<file path="src/hdl/tccw_pkg.sv">
`timescale 1ns / 1ps
`default_nettype none
// ----------------------------------------------------------------------------
// tccw_pkg
// Shared constants, widths and types for the text console character writer.
// ----------------------------------------------------------------------------
package tccw_pkg;

	// screen geometry
	localparam int COLUMNS  = 80;
	localparam int ROWS     = 25;
	localparam int TAB_STOP = 8;

	localparam int COL_W   = $clog2(COLUMNS);
	localparam int ROW_W   = $clog2(ROWS);
	localparam int IDX_W   = $clog2(ROWS * COLUMNS);
	localparam int PHASE_W = $clog2(TAB_STOP);
	localparam int CNT_W   = $clog2(TAB_STOP + 1);

	// port widths
	localparam int CODE_W     = 8;
	localparam int ATTR_W     = 8;
	localparam int KIND_W     = 2;
	localparam int OUT_IDX_W  = 11;
	localparam int OUT_ROW_W  = 5;
	localparam int OUT_COL_W  = 7;

	localparam logic [ATTR_W-1:0] ATTR_RESET = ATTR_W'(7);

	// character codes
	localparam logic [CODE_W-1:0] CODE_NUL = CODE_W'(0);
	localparam logic [CODE_W-1:0] CODE_TAB = CODE_W'(9);
	localparam logic [CODE_W-1:0] CODE_LF  = CODE_W'(10);
	localparam logic [CODE_W-1:0] CODE_CR  = CODE_W'(13);

	// result kinds
	localparam logic [KIND_W-1:0] KIND_CELL   = KIND_W'(0);
	localparam logic [KIND_W-1:0] KIND_SCROLL = KIND_W'(1);
	localparam logic [KIND_W-1:0] KIND_CURSOR = KIND_W'(2);

	typedef enum logic [1:0] {
		ST_IDLE,
		ST_CELL,
		ST_SCROLL,
		ST_CURSOR
	} state_t;

	typedef struct packed {
		logic              load;
		logic              cell_adv;
		logic [KIND_W-1:0] kind;
	} ctrl_cmd_t;

	typedef struct packed {
		logic ld_has_cells;
		logic ld_scroll;
		logic cell_last;
		logic scroll;
	} dp_status_t;

endpackage

`default_nettype wire

</file>
<file path="src/hdl/tccw_ctrl.sv">
`timescale 1ns / 1ps
`default_nettype none
// ----------------------------------------------------------------------------
// tccw_ctrl
// Sequencer: accepts a character, then steps through cell writes, an optional
// scroll request and the final cursor result.
// ----------------------------------------------------------------------------
module tccw_ctrl
	import tccw_pkg::*;
(
	input  wire logic       clk,
	input  wire logic       arst_n,
	input  wire logic       in_valid,
	output logic            in_ready,
	output logic            out_valid,
	input  wire logic       out_ready,
	output logic            last,
	input  wire dp_status_t status,
	output ctrl_cmd_t       cmd
);

	state_t state_q;
	state_t state_nxt;

	always_ff @(posedge clk or negedge arst_n) begin
		if (!arst_n) begin
			state_q <= ST_IDLE;
		end else begin
			state_q <= state_nxt;
		end
	end

	always_comb begin
		state_nxt = state_q;
		case (state_q)
			ST_IDLE: begin
				if (in_valid) begin
					if (status.ld_has_cells) begin
						state_nxt = ST_CELL;
					end else if (status.ld_scroll) begin
						state_nxt = ST_SCROLL;
					end else begin
						state_nxt = ST_CURSOR;
					end
				end
			end
			ST_CELL: begin
				if (out_ready && status.cell_last) begin
					state_nxt = status.scroll ? ST_SCROLL : ST_CURSOR;
				end
			end
			ST_SCROLL: begin
				if (out_ready) begin
					state_nxt = ST_CURSOR;
				end
			end
			ST_CURSOR: begin
				if (out_ready) begin
					state_nxt = ST_IDLE;
				end
			end
			default: begin
				state_nxt = ST_IDLE;
			end
		endcase
	end

	always_comb begin
		in_ready     = 1'b0;
		out_valid    = 1'b0;
		last         = 1'b0;
		cmd.load     = 1'b0;
		cmd.cell_adv = 1'b0;
		cmd.kind     = KIND_CURSOR;
		case (state_q)
			ST_IDLE: begin
				in_ready = 1'b1;
				cmd.load = in_valid;
			end
			ST_CELL: begin
				out_valid    = 1'b1;
				cmd.kind     = KIND_CELL;
				cmd.cell_adv = out_ready;
			end
			ST_SCROLL: begin
				out_valid = 1'b1;
				cmd.kind  = KIND_SCROLL;
			end
			ST_CURSOR: begin
				out_valid = 1'b1;
				last      = 1'b1;
				cmd.kind  = KIND_CURSOR;
			end
			default: begin
				in_ready = 1'b0;
			end
		endcase
	end

endmodule

`default_nettype wire

</file>
<file path="src/hdl/tccw_datapath.sv">
`timescale 1ns / 1ps
`default_nettype none
// ----------------------------------------------------------------------------
// tccw_datapath
// Cursor state, attribute register, and the per-transaction result fields:
// cell write index and count, scroll flag and final cursor index.
// ----------------------------------------------------------------------------
module tccw_datapath
	import tccw_pkg::*;
(
	input  wire logic              clk,
	input  wire logic              arst_n,
	input  wire logic [CODE_W-1:0] char_code,
	input  wire logic              cfg_wr_en,
	input  wire logic [ATTR_W-1:0] cfg_wr_data,
	input  wire ctrl_cmd_t         cmd,
	output dp_status_t             status,
	output logic [OUT_IDX_W-1:0]   cell_index,
	output logic [CODE_W-1:0]      glyph,
	output logic [ATTR_W-1:0]      attribute,
	output logic [OUT_ROW_W-1:0]   cursor_row,
	output logic [OUT_COL_W-1:0]   cursor_col
);

	logic [ROW_W-1:0]   row_q;
	logic [COL_W-1:0]   col_q;
	logic [PHASE_W-1:0] phase_q;
	logic [ATTR_W-1:0]  attr_q;
	logic [CODE_W-1:0]  glyph_q;
	logic [IDX_W-1:0]   idx_q;
	logic [IDX_W-1:0]   cur_idx_q;
	logic [CNT_W-1:0]   cnt_q;
	logic               scroll_q;

	logic [ROW_W-1:0]   row_nxt;
	logic [COL_W-1:0]   col_nxt;
	logic [PHASE_W-1:0] phase_nxt;
	logic [CNT_W-1:0]   cnt_nxt;
	logic [CODE_W-1:0]  glyph_nxt;
	logic               down;
	logic               scroll_nxt;
	logic [CNT_W-1:0]   span;
	logic [COL_W:0]     tab_end;
	logic [COL_W:0]     col_inc;
	logic [ROW_W:0]     row_inc;
	logic [IDX_W-1:0]   base_idx;
	logic [IDX_W-1:0]   cur_idx_nxt;

	assign span     = CNT_W'(TAB_STOP) - CNT_W'(phase_q);
	assign tab_end  = (COL_W+1)'(col_q) + (COL_W+1)'(span);
	assign col_inc  = (COL_W+1)'(col_q) + (COL_W+1)'(1);
	assign row_inc  = (ROW_W+1)'(row_q) + (ROW_W+1)'(1);
	assign base_idx = IDX_W'(row_q) * IDX_W'(COLUMNS) + IDX_W'(col_q);

	// next cursor position and number of cell writes for the incoming code
	always_comb begin
		col_nxt   = col_q;
		phase_nxt = phase_q;
		cnt_nxt   = '0;
		glyph_nxt = char_code;
		down      = 1'b0;
		if (char_code == CODE_LF) begin
			down = 1'b1;
		end else if (char_code == CODE_CR) begin
			col_nxt   = '0;
			phase_nxt = '0;
		end else if (char_code == CODE_TAB) begin
			glyph_nxt = '0;
			phase_nxt = '0;
			if (tab_end >= (COL_W+1)'(COLUMNS)) begin
				// blanks stop at the last column, cursor wraps
				cnt_nxt = CNT_W'((COL_W+1)'(COLUMNS) - (COL_W+1)'(col_q));
				col_nxt = '0;
				down    = 1'b1;
			end else begin
				cnt_nxt = span;
				col_nxt = COL_W'(tab_end);
			end
		end else if (char_code != CODE_NUL) begin
			cnt_nxt = CNT_W'(1);
			if (col_inc >= (COL_W+1)'(COLUMNS)) begin
				col_nxt   = '0;
				phase_nxt = '0;
				down      = 1'b1;
			end else begin
				col_nxt = COL_W'(col_inc);
				if (phase_q == PHASE_W'(TAB_STOP - 1)) begin
					phase_nxt = '0;
				end else begin
					phase_nxt = phase_q + PHASE_W'(1);
				end
			end
		end
	end

	always_comb begin
		row_nxt    = row_q;
		scroll_nxt = 1'b0;
		if (down) begin
			if (row_inc >= (ROW_W+1)'(ROWS)) begin
				row_nxt    = ROW_W'(ROWS - 1);
				scroll_nxt = 1'b1;
			end else begin
				row_nxt = ROW_W'(row_inc);
			end
		end
	end

	assign cur_idx_nxt = IDX_W'(row_nxt) * IDX_W'(COLUMNS) + IDX_W'(col_nxt);

	always_ff @(posedge clk or negedge arst_n) begin
		if (!arst_n) begin
			row_q    <= '0;
			col_q    <= '0;
			phase_q  <= '0;
			attr_q   <= ATTR_RESET;
			cnt_q    <= '0;
			scroll_q <= 1'b0;
		end else begin
			if (cfg_wr_en) begin
				attr_q <= cfg_wr_data;
			end
			if (cmd.load) begin
				row_q    <= row_nxt;
				col_q    <= col_nxt;
				phase_q  <= phase_nxt;
				cnt_q    <= cnt_nxt;
				scroll_q <= scroll_nxt;
			end else if (cmd.cell_adv) begin
				cnt_q <= cnt_q - CNT_W'(1);
			end
		end
	end

	always_ff @(posedge clk) begin
		if (cmd.load) begin
			glyph_q   <= glyph_nxt;
			idx_q     <= base_idx;
			cur_idx_q <= cur_idx_nxt;
		end else if (cmd.cell_adv) begin
			idx_q <= idx_q + IDX_W'(1);
		end
	end

	assign status.ld_has_cells = (cnt_nxt != '0);
	assign status.ld_scroll    = scroll_nxt;
	assign status.cell_last    = (cnt_q == CNT_W'(1));
	assign status.scroll       = scroll_q;

	always_comb begin
		cell_index = '0;
		glyph      = '0;
		attribute  = '0;
		case (cmd.kind)
			KIND_CELL: begin
				cell_index = OUT_IDX_W'(idx_q);
				glyph      = glyph_q;
				attribute  = attr_q;
			end
			KIND_CURSOR: begin
				cell_index = OUT_IDX_W'(cur_idx_q);
			end
			default: begin
				cell_index = '0;
			end
		endcase
	end

	assign cursor_row = OUT_ROW_W'(row_q);
	assign cursor_col = OUT_COL_W'(col_q);

endmodule

`default_nettype wire

</file>
<file path="src/hdl/text_console_char_writer.sv">
`timescale 1ns / 1ps
`default_nettype none
// ----------------------------------------------------------------------------
// text_console_char_writer
// Character-to-screen writer for an 80 x 25 text console with cursor tracking.
// ----------------------------------------------------------------------------
// One character is taken per transaction and turned into a short burst of
// results on the output channel, one result per cycle whenever out_ready is
// high. The burst holds cell writes (one for a printable code, up to eight
// blanks for a tab), then a scroll request if the cursor moved below the last
// row, then a cursor-position result marked last. Every result of a
// transaction already carries the final cursor row and column. A character
// is accepted in the idle state before its results go out, and the next
// character is taken only after the cursor result has left.
// The attribute register resets to 7 and is written through cfg_wr_en.
// ----------------------------------------------------------------------------
module text_console_char_writer
	import tccw_pkg::*;
(
	input  wire logic                 clk,
	input  wire logic                 arst_n,
	input  wire logic                 cfg_wr_en,
	input  wire logic [ATTR_W-1:0]    cfg_wr_data,
	input  wire logic                 in_valid,
	output logic                      in_ready,
	input  wire logic [CODE_W-1:0]    char_code,
	output logic                      out_valid,
	input  wire logic                 out_ready,
	output logic [KIND_W-1:0]         kind,
	output logic [OUT_IDX_W-1:0]      cell_index,
	output logic [CODE_W-1:0]         glyph,
	output logic [ATTR_W-1:0]         attribute,
	output logic [OUT_ROW_W-1:0]      cursor_row,
	output logic [OUT_COL_W-1:0]      cursor_col,
	output logic                      last
);

	ctrl_cmd_t  cmd;
	dp_status_t status;

	tccw_ctrl u_ctrl (
		.clk       (clk),
		.arst_n    (arst_n),
		.in_valid  (in_valid),
		.in_ready  (in_ready),
		.out_valid (out_valid),
		.out_ready (out_ready),
		.last      (last),
		.status    (status),
		.cmd       (cmd)
	);

	tccw_datapath u_datapath (
		.clk         (clk),
		.arst_n      (arst_n),
		.char_code   (char_code),
		.cfg_wr_en   (cfg_wr_en),
		.cfg_wr_data (cfg_wr_data),
		.cmd         (cmd),
		.status      (status),
		.cell_index  (cell_index),
		.glyph       (glyph),
		.attribute   (attribute),
		.cursor_row  (cursor_row),
		.cursor_col  (cursor_col)
	);

	assign kind = cmd.kind;

endmodule

`default_nettype wire

</file>
<file path="config.mk">
export PLATFORM = sky130hd
export DESIGN_NAME = text_console_char_writer
export DESIGN_NICKNAME = d
export VERILOG_FILES = /design/src/hdl/tccw_pkg.sv /design/src/hdl/tccw_ctrl.sv /design/src/hdl/tccw_datapath.sv /design/src/hdl/text_console_char_writer.sv
export SDC_FILE = /design/constraint.sdc
export NUM_CORES = 1
export LEC_CHECK = 0
export BUFFER_PORTS_ARGS = -buffer_cell sky130_fd_sc_hd__buf_2
export CAP_MARGIN = 20
export CORE_MARGIN = 4
export CORE_UTILIZATION = 45
export CTS_BUF_LIST = sky130_fd_sc_hd__clkbuf_16
export CTS_CLUSTER_SIZE = 28
export DETAILED_ROUTE_END_ITERATION = 8
export MAX_ROUTING_LAYER = met4
export PLACE_DENSITY = 0.65
export SLEW_MARGIN = 20
export SYNTH_ARGS = -nofsm -noshare
export SYNTH_HDL_FRONTEND = slang
export SYNTH_SLANG_ARGS = --single-unit
export TNS_END_PERCENT = 100
</file>
<file path="constraint.sdc">
create_clock -name clk -period 10.2 [get_ports clk]
set_clock_uncertainty 0.1 [all_clocks]
set_input_delay 2.04 -clock clk [delete_from_list [all_inputs] [get_ports clk]]
set_output_delay 2.04 -clock clk [all_outputs]
set_load 0.1 [all_outputs]
</file>
# ---- Word-level counts from Yosys, hierarchy flattened
# Index checks and enable logic that the tools add are counted.
dict set report word_totals {
  reg_bits 60
  out_inout_bits 44
  wordCells 99
}
dict set report classes {
  addsub 10
  multipliers 2
  order_cmp 3
  eq_ne 13
  n_mux 50
  bitwise 1
  reduce_logical 10
}
# cell n
set ops {}
lappend ops {{$mux W7} 6}
lappend ops {{$mux W8} 5}
lappend ops {{$eq A8 B4 Y1 const B} 3}
lappend ops {{$mux W4} 6}
lappend ops {{$add A11 B7 Y11} 2}
lappend ops {{$mux W11} 2}
lappend ops {{$pmux W11 S2} 1}
lappend ops {{$ge A8 B7 Y1 const B} 2}
lappend ops {{$mux W1} 16}
lappend ops {{$mux W3} 5}
lappend ops {{$mul A5 B3 Y7 const B} 2}
lappend ops {{$add A11 B1 Y11 const B} 1}
lappend ops {{$mux W2} 5}
lappend ops {{$mux W5} 2}
lappend ops {{$add A7 B1 Y8 const B} 1}
lappend ops {{$add A7 B4 Y8} 1}
lappend ops {{$pmux W2 S4} 1}
lappend ops {{$reduce_bool A8 Y1} 1}
lappend ops {{$add A5 B1 Y6 const B} 1}
lappend ops {{$eq A2 B2 Y1 const B} 3}
lappend ops {{$ge A6 B5 Y1 const B} 1}
lappend ops {{$ne A2 B2 Y1 const B} 3}
lappend ops {{$eq A4 B1 Y1 const B} 1}
lappend ops {{$logic_not A2 Y1} 2}
lappend ops {{16 further kinds} 16}

# ---- Logic depth before layout (Yosys ltp)
# Gate-level depths: netlist (run 1).
dict set report depth {
  ltp_word 12
  ltp_mapped 22
  depth_no_buf 21
}

# ---- By module
# A second synthesis (run 1) with hierarchy kept.
dict set report unflattened {
  hier_cells 466
  area_unflattened_um2 4530.6
}
# mod instances cells_per_inst area_per_inst_um2 seq_area_each_um2
set by_module_without_submodules {}
lappend by_module_without_submodules {tccw_datapath 1 442 4307.9 1605.3}
lappend by_module_without_submodules {tccw_ctrl 1 24 222.7 50.0}

# ---- Worst setup path after synthesis (run 1)
# Ideal clock, no wire load.
dict set report synth_path {
  path_type {input port to flip-flop}
  from {input port char_code[5]}
  to {register u_datapath.cur_idx_q[10], data pin}
  setup_time_ps 264
  arrival_ps 5586
  required_time_ps 9836
  slack_ps 4250
  cell_stages 17
  path_cell_list {nor4_4 > nand3_1 > a21oi_1 > o22ai_1 > or2_4 > buf_4 > nand2_1 > mux2_1 > ha_1 > ha_1 > fa_1 > nand2_1 > o21bai_1 > a22oi_1 > o31ai_1 > a221oi_1 > xnor2_1}
}
dict set report synth_between {
  elab_chain_cells 8
}
# item line_no
set synth_lines {}
lappend synth_lines {{start, declared} text_console_char_writer.sv:26} ;# input wire logic [CODE_W-1:0] char_code,
lappend synth_lines {{$reduce_bool A8 Y1} tccw_datapath.sv:79} ;# end else if (char_code != CODE_NUL) begin
lappend synth_lines {{$mux W1} tccw_datapath.sv:79}
lappend synth_lines {{$mux W1} tccw_datapath.sv:67} ;# end else if (char_code == CODE_TAB) begin
lappend synth_lines {{$mux W1} tccw_datapath.sv:64} ;# end else if (char_code == CODE_CR) begin
lappend synth_lines {{$mux W1 (*)} tccw_datapath.sv:62} ;# if (char_code == CODE_LF) begin
lappend synth_lines {{$mux W5 (*)} tccw_datapath.sv:99} ;# if (down) begin
lappend synth_lines {{via u_datapath.row_nxt[3]} tccw_datapath.sv:35} ;# logic [ROW_W-1:0] row_nxt;
lappend synth_lines {{$mul A5 B3 Y7 (*)} tccw_datapath.sv:109} ;# assign cur_idx_nxt = IDX_W'(row_nxt) * IDX_W'(COLUMNS) + IDX_W'(col_nxt);
lappend synth_lines {{$add A11 B7 Y11 (*)} tccw_datapath.sv:109}
lappend synth_lines {{via u_datapath.cur_idx_nxt[10]} tccw_datapath.sv:47} ;# logic [IDX_W-1:0] cur_idx_nxt;
lappend synth_lines {{end signal, assigned} tccw_datapath.sv:139} ;# cur_idx_q <= cur_idx_nxt;
lappend synth_lines {{end, declared} tccw_datapath.sv:31} ;# logic [IDX_W-1:0] cur_idx_q;
# Mark *: on every way through the listed nets, which the timed path passes. The rest lies on a longest branch.
# A chain may end at the register's enable or synchronous reset.

# ---- Final worst setup path (run 1)
# Same ends and word-level chain as after synthesis.

==> reports/results.ini, run 1 <==
[status]
status=completed

[job]
cap_violations=0

[floorplan]
initial_core_util_pct=46.8
io_pins=65
die_w_um=109
core-area_um2=9860
die-area_um2=12000
rows=36
die_h_um=109

[clock_network]
tritoncts=yes
cts.sinks=60
cts_hold_buf=0
numCtsBuffers=9
clkSlewWorstSetupHoldPaths_ns=0.06
post-cts-setup-buffers=0
cts_root_buf=clkbuf_16
cts_buffer_depth=2
postCtsResizedCells=0
clkLatencyLatePin_ns=0.32
h-tree-depth=3

[sta]
drv_slew=0
min_period_over_period_pct=60.0
slew_headroom_pct=33.0
worstMarginPinSlew_ns=1.00
setup_viol=0
min_period_ns=6.12
clock.fmax_mhz=163
setup_tns_ns=0
grt_setup_unrepaired=false
final-hold-violation-count=0

[drt]
drt-initial-drc-count=304
routedWlPerCell_um=16.0
drc=0
routed_wl_um=10800
drtAntennaViolNets=0
dr_total_vias=3808
drt_pass1_iterations=5
vias_per_cell=5.63

[global_routing]
grt_pass1_vias=3626
overflow=0
grt_pass1_wl_um=18000
grt_max_degree=52
antenna_found_initial=0
grt_usage_pct=19.4

[placed_design]
io_buffers=64
hpwl_um=8020
gp_congestion=0.938

[final_layout]
layout_commonest_cell=buf_2
final_nets=600
diodes=0
drive_gt1_share_pct=20.6
syn2layout_area_growth_pct=14.1
fill_cells=899
final_cell_mix=buf_2 (64), nand2_1 (46), nor2_1 (37), ha_1 (36), o21ai_0 (34)

[logic_synthesis]
async_reset_ff_share_pct=50.0
netlist.area_leader.share_pct=19.5
syn_inst=492
yosys.area.top_type=edfxtp_1
synth_edf_count=30
ys_top_cells_by_area=edfxtp_1 (20%), dfrtp_1 (15%), ha_1 (9.8%), xnor2_1 (4.0%), nand2_1 (3.7%)
netlist_area_um2=4620
syn_area_per_cell_um2=9.39
ys_ff_latch=60
syn-num-nets=554
yosys_warnings=0
seq_area_frac_synth_pct=35.8
synth.distinct_cells=71
ys.flop_type=edfxtp_1

[worst_setup_path]
startpoint_type=input port
crit_fanout=13
cp.required_ns=10.17
critical_path_class=input port to flip-flop
worst_setup_path_end_kind=flip-flop
cp.arrival_ns=6.09

[worst_hold_path]
worstHoldPathType=flip-flop to flip-flop

## cell usage after synthesis, drive strengths merged (3+ instances only)
cell     count
nor3         8
nand2       46
edfxtp      30
nand3       21
dfrtp       27
buf         12
a22o         7
o31ai        3
a2111oi      3
a22oi       13
and2        24
or3          3
nand2b       3
nor2        38
xnor2       21
dfstp        3
mux2i        5
inv         19
o21ai       38
fa           5
o211ai       3
nor4         3
mux2        10
and3         4
clkbuf      19
a211oi       4
a21o        12
nor2b        5
o22ai        5
nand4        3
or2          3
xor2         9
a21oi       23
ha          36
## through the flow
step | util [%] | instance area, µm² | setup WS, ns | instances | hold WS, ns
after floorplan | - | 4620 | 4.25 | 492 | 0.350
after global placement | 50.4 | 4970 | 3.90 | 660 | 0.365
after detailed placement | 50.4 | 4970 | 3.79 | 660 | 0.372
after CTS | 53.4 | 5270 | 4.13 | 676 | 0.384
after global routing | 53.4 | 5270 | 3.79 | 676 | 0.402
final | 53.4 | 5270 | 4.08 | 676 | 0.385
## layout make-up
cell class / count / area [µm²] / share of cell area [%]
Multi-Input combinational cell: 381 / 2740 / 52.0
Sequential cell: 60 / 1660 / 31.4
Timing Repair Buffer: 66 / 335 / 6.36
Clock buffer: 9 / 225 / 4.27
Tap cell: 133 / 166 / 3.16
Clock inverter: 7 / 75.1 / 1.42
Inverter: 20 / 75.1 / 1.42
## path summary, 6_finish.rpt
| path | startpoint | end | cells past startpoint | slack (ns) |
|---|---|---|---|---|
| hold reg to reg | u_datapath.scroll_q | u_datapath.scroll_q | 2 | 0.39 |
| max in group asynchronous | arst_n | u_datapath.cursor_col[1] | 1 | 7.89 |
| setup reg to reg | u_datapath.phase_q[0] | u_datapath.cur_idx_q[10] | 19 | 4.62 |
| setup / recovery | char_code[5] | u_datapath.cur_idx_q[10] | 17 | 4.08 |
| hold / removal | u_datapath.scroll_q | u_datapath.scroll_q | 2 | 0.39 |
| min in group asynchronous | arst_n | u_datapath.attr_q[5] | 1 | 1.66 |
## logic make-up (layout without fill, tap and decap cells)
group,count (synthesis),count (layout),synth area share (%)
xor gates and xnor gates,30,30,5.69
adders and majority gates,41,41,11.9
and+or+nand+nor,166,166,18.4
DFF,60,60,35.8
muxes,15,15,3.52
AOI/OAI and AO/OA,129,129,19.8
buffers and inverters,51,102,4.88
## state kept, by name, indices dropped and copies added, names as in the netlist
register               cells
u_datapath.cursor_row      5
u_datapath.cur_idx_q      11
u_ctrl.state_q             2
u_datapath.glyph_q         8
u_datapath.scroll_q        1
u_datapath.cursor_col      7
u_datapath.idx_q          11
u_datapath.cnt_q           4
u_datapath.phase_q         3
u_datapath.attr_q          8
## per-layer routing
layer  GRT usage, %  routed length (µm)  share of wire (%)
met5              -                   0                  0
met4           6.32                 188                1.7
met3           3.41                 631                5.8
met2           29.0                4790                 44
met1           26.9                5230                 48
## worst max-delay path: stages
cell	delay [ns]
buf_2	0.12
nor4_4	0.37
nand3_1	0.39
a21oi_1	0.25
o22ai_1	0.11
or2_4	0.33
nand2_1	0.08
mux2_1	0.35
ha_1	0.29
ha_1	0.23
fa_1	0.55
nand2_1	0.07
o21bai_1	0.21
a22oi_1	0.20
o31ai_1	0.10
a221oi_1	0.30
xnor2_1	0.11
Power of run 1 is not shown: default switching activity piles up to over one toggle a cycle in this logic, so the estimate is an artifact.
==> run 2: changes to the inputs <==
Clock period 10.2 ns to 6.35 ns, I/O delays scaled along.
==> run 2 against run 1 <==
Against the previous run: design area grew 0.14%; register-to-register slack lost 3.8 ns; worst hold slack gained 0.0039 ns; largest cell class unchanged.
==> reports/results.ini, run 2 (same netlist as run 1, synthesis figures left out) <==
[sta]
drv_slew=0  ; unchanged
grt_setup_unrepaired=false
final-hold-violation-count=0  ; unchanged
setup_viol=0  ; unchanged
finalHoldWorstSlack_ns=0.389  ; +0.00385 ns
slew_headroom_pct=33.9  ; +0.90 points
setup_tns_ns=0  ; unchanged
min_period_ns=5.52
clock.fmax_mhz=181
min_period_over_period_pct=86.9
worstMarginPinSlew_ns=0.991  ; -0.0135 ns

[clock_network]
cts.sinks=60  ; unchanged
tritoncts=yes
clkSlewWorstSetupHoldPaths_ns=0.06  ; about the same
cts_buffer_depth=2  ; unchanged
cts_hold_buf=0  ; unchanged
cts_root_buf=clkbuf_16
numCtsBuffers=9  ; unchanged
postCtsResizedCells=0  ; unchanged
h-tree-depth=3  ; unchanged
post-cts-setup-buffers=0  ; unchanged
clkLatencyLatePin_ns=0.33  ; about the same

[final_layout]
final_cell_mix=buf_2 (64), nand2_1 (46), nor2_1 (37), ha_1 (36), o21ai_0 (34)
final_nets=601  ; +0.17%
fill_cells=905  ; +0.67%
syn2layout_area_growth_pct=14.3
drive_gt1_share_pct=20.8  ; +0.15 points
diodes=0  ; unchanged
reg.largest.list=u_datapath.cur_idx_q (11), u_datapath.idx_q (11)
layout_commonest_cell=buf_2

[drt]
routed_wl_um=10800  ; -0.71%
drt-initial-drc-count=233  ; -23%
drtAntennaViolNets=0  ; unchanged
drt_pass1_iterations=5  ; unchanged
drc=0  ; unchanged
routedWlPerCell_um=15.9  ; -0.86%
vias_per_cell=5.55  ; -1.6%
dr_total_vias=3754  ; -1.4%

[worst_setup_path]
startpoint_type=flip-flop
cp.required_ns=6.32  ; -3.85 ns
critical_path_class=flip-flop to flip-flop
cp.arrival_ns=5.49  ; -0.60 ns
crit_fanout=13  ; unchanged
worst_setup_path_end_kind=flip-flop

[floorplan]
io_pins=65  ; unchanged
die_h_um=109  ; unchanged
rows=36  ; unchanged
initial_core_util_pct=46.8  ; unchanged
die_w_um=109  ; unchanged
core-area_um2=9860  ; unchanged
die-area_um2=12000  ; unchanged

[placed_design]
gp_congestion=0.893  ; -4.7%
hpwl_um=7910  ; -1.3%
io_buffers=64  ; unchanged

[global_routing]
gr-max-usage-layer=met2
grt_pass1_vias=3611  ; -0.41%
use_met3_pct=3.64  ; +0.23 points
use_met2_pct=28.6  ; -0.35 points
overflow=0  ; unchanged
grt_pass1_wl_um=17800  ; -1.1%
antenna_found_initial=0  ; unchanged
grt_usage_pct=19.1  ; -0.38 points
grtUsageMet1_pct=26.7  ; -0.22 points
grt_max_degree=36  ; -31%

[job]
cap_violations=0  ; unchanged

[status]
status=completed

[worst_hold_path]
worstHoldPathType=flip-flop to flip-flop

-- run 2: changes by cell type in the layout (fill, tap and decap cells not counted), sizes merged --
| cell | change |
|---|---|
| buf | +1 |
-- run 2: path summary, 6_finish.rpt --
kind	startpoint	endpoint	slack [ns]	depth (start not counted)
worst max-delay path	u_datapath.phase_q[0]	u_datapath.cur_idx_q[10]	0.83	19
worst min-delay path	u_datapath.scroll_q	u_datapath.scroll_q	0.39	2
worst max register to register	u_datapath.phase_q[0]	u_datapath.cur_idx_q[10]	0.83	19
worst min register to register	u_datapath.scroll_q	u_datapath.scroll_q	0.39	2
max in group asynchronous	arst_n	u_datapath.cursor_col[4]	4.77	1
min in group asynchronous	arst_n	u_datapath.attr_q[5]	0.90	1
-- run 2: per-stage QoR --
step,utilization (%),instance area [µm²],worst slack [ns],std cells
5_1_grt,53.5,5280,0.428,677
2_1_floorplan,-,4620,0.851,492
6_report,53.5,5280,0.830,677
4_1_cts,53.5,5280,0.840,677
3_5_place_dp,50.5,4980,0.716,661
3_3_place_gp,50.5,4980,0.835,661
-- run 2: final cells by class --
cell class	instances	area (µm²)	share of cell area, %
Clock buffer	9	225	4.27
Clock inverter	7	75.1	1.42
Inverter	20	75.1	1.42
Multi-Input combinational cell	381	2740	51.9
Sequential cell	60	1660	31.4
Tap cell	133	166	3.15
Timing Repair Buffer	67	343	6.49
-- run 2: worst max-delay path, cell delays in order (launching register included) --
cell and delay, ns:
dfrtp_1 0.42, inv_1 0.08, ha_1 0.40, fa_1 0.49, a21o_1 0.23, a2111oi_4 0.39, a211o_1 0.25, a21oi_2 0.08
or2_4 0.30, nand2_1 0.08, mux2_1 0.36, ha_1 0.29, ha_1 0.23, fa_1 0.55, nand2_1 0.07, o21bai_1 0.21
a22oi_1 0.19, o31ai_1 0.09, a221oi_1 0.32, xnor2_1 0.12
-- run 2: layer usage --
layer	routed length [µm]	vias up
li1	-	1878
met1	5280	1751
met2	4740	116
met3	649	9
met4	85	0
met5	0	-
Power of run 2 is left out for the same reason.
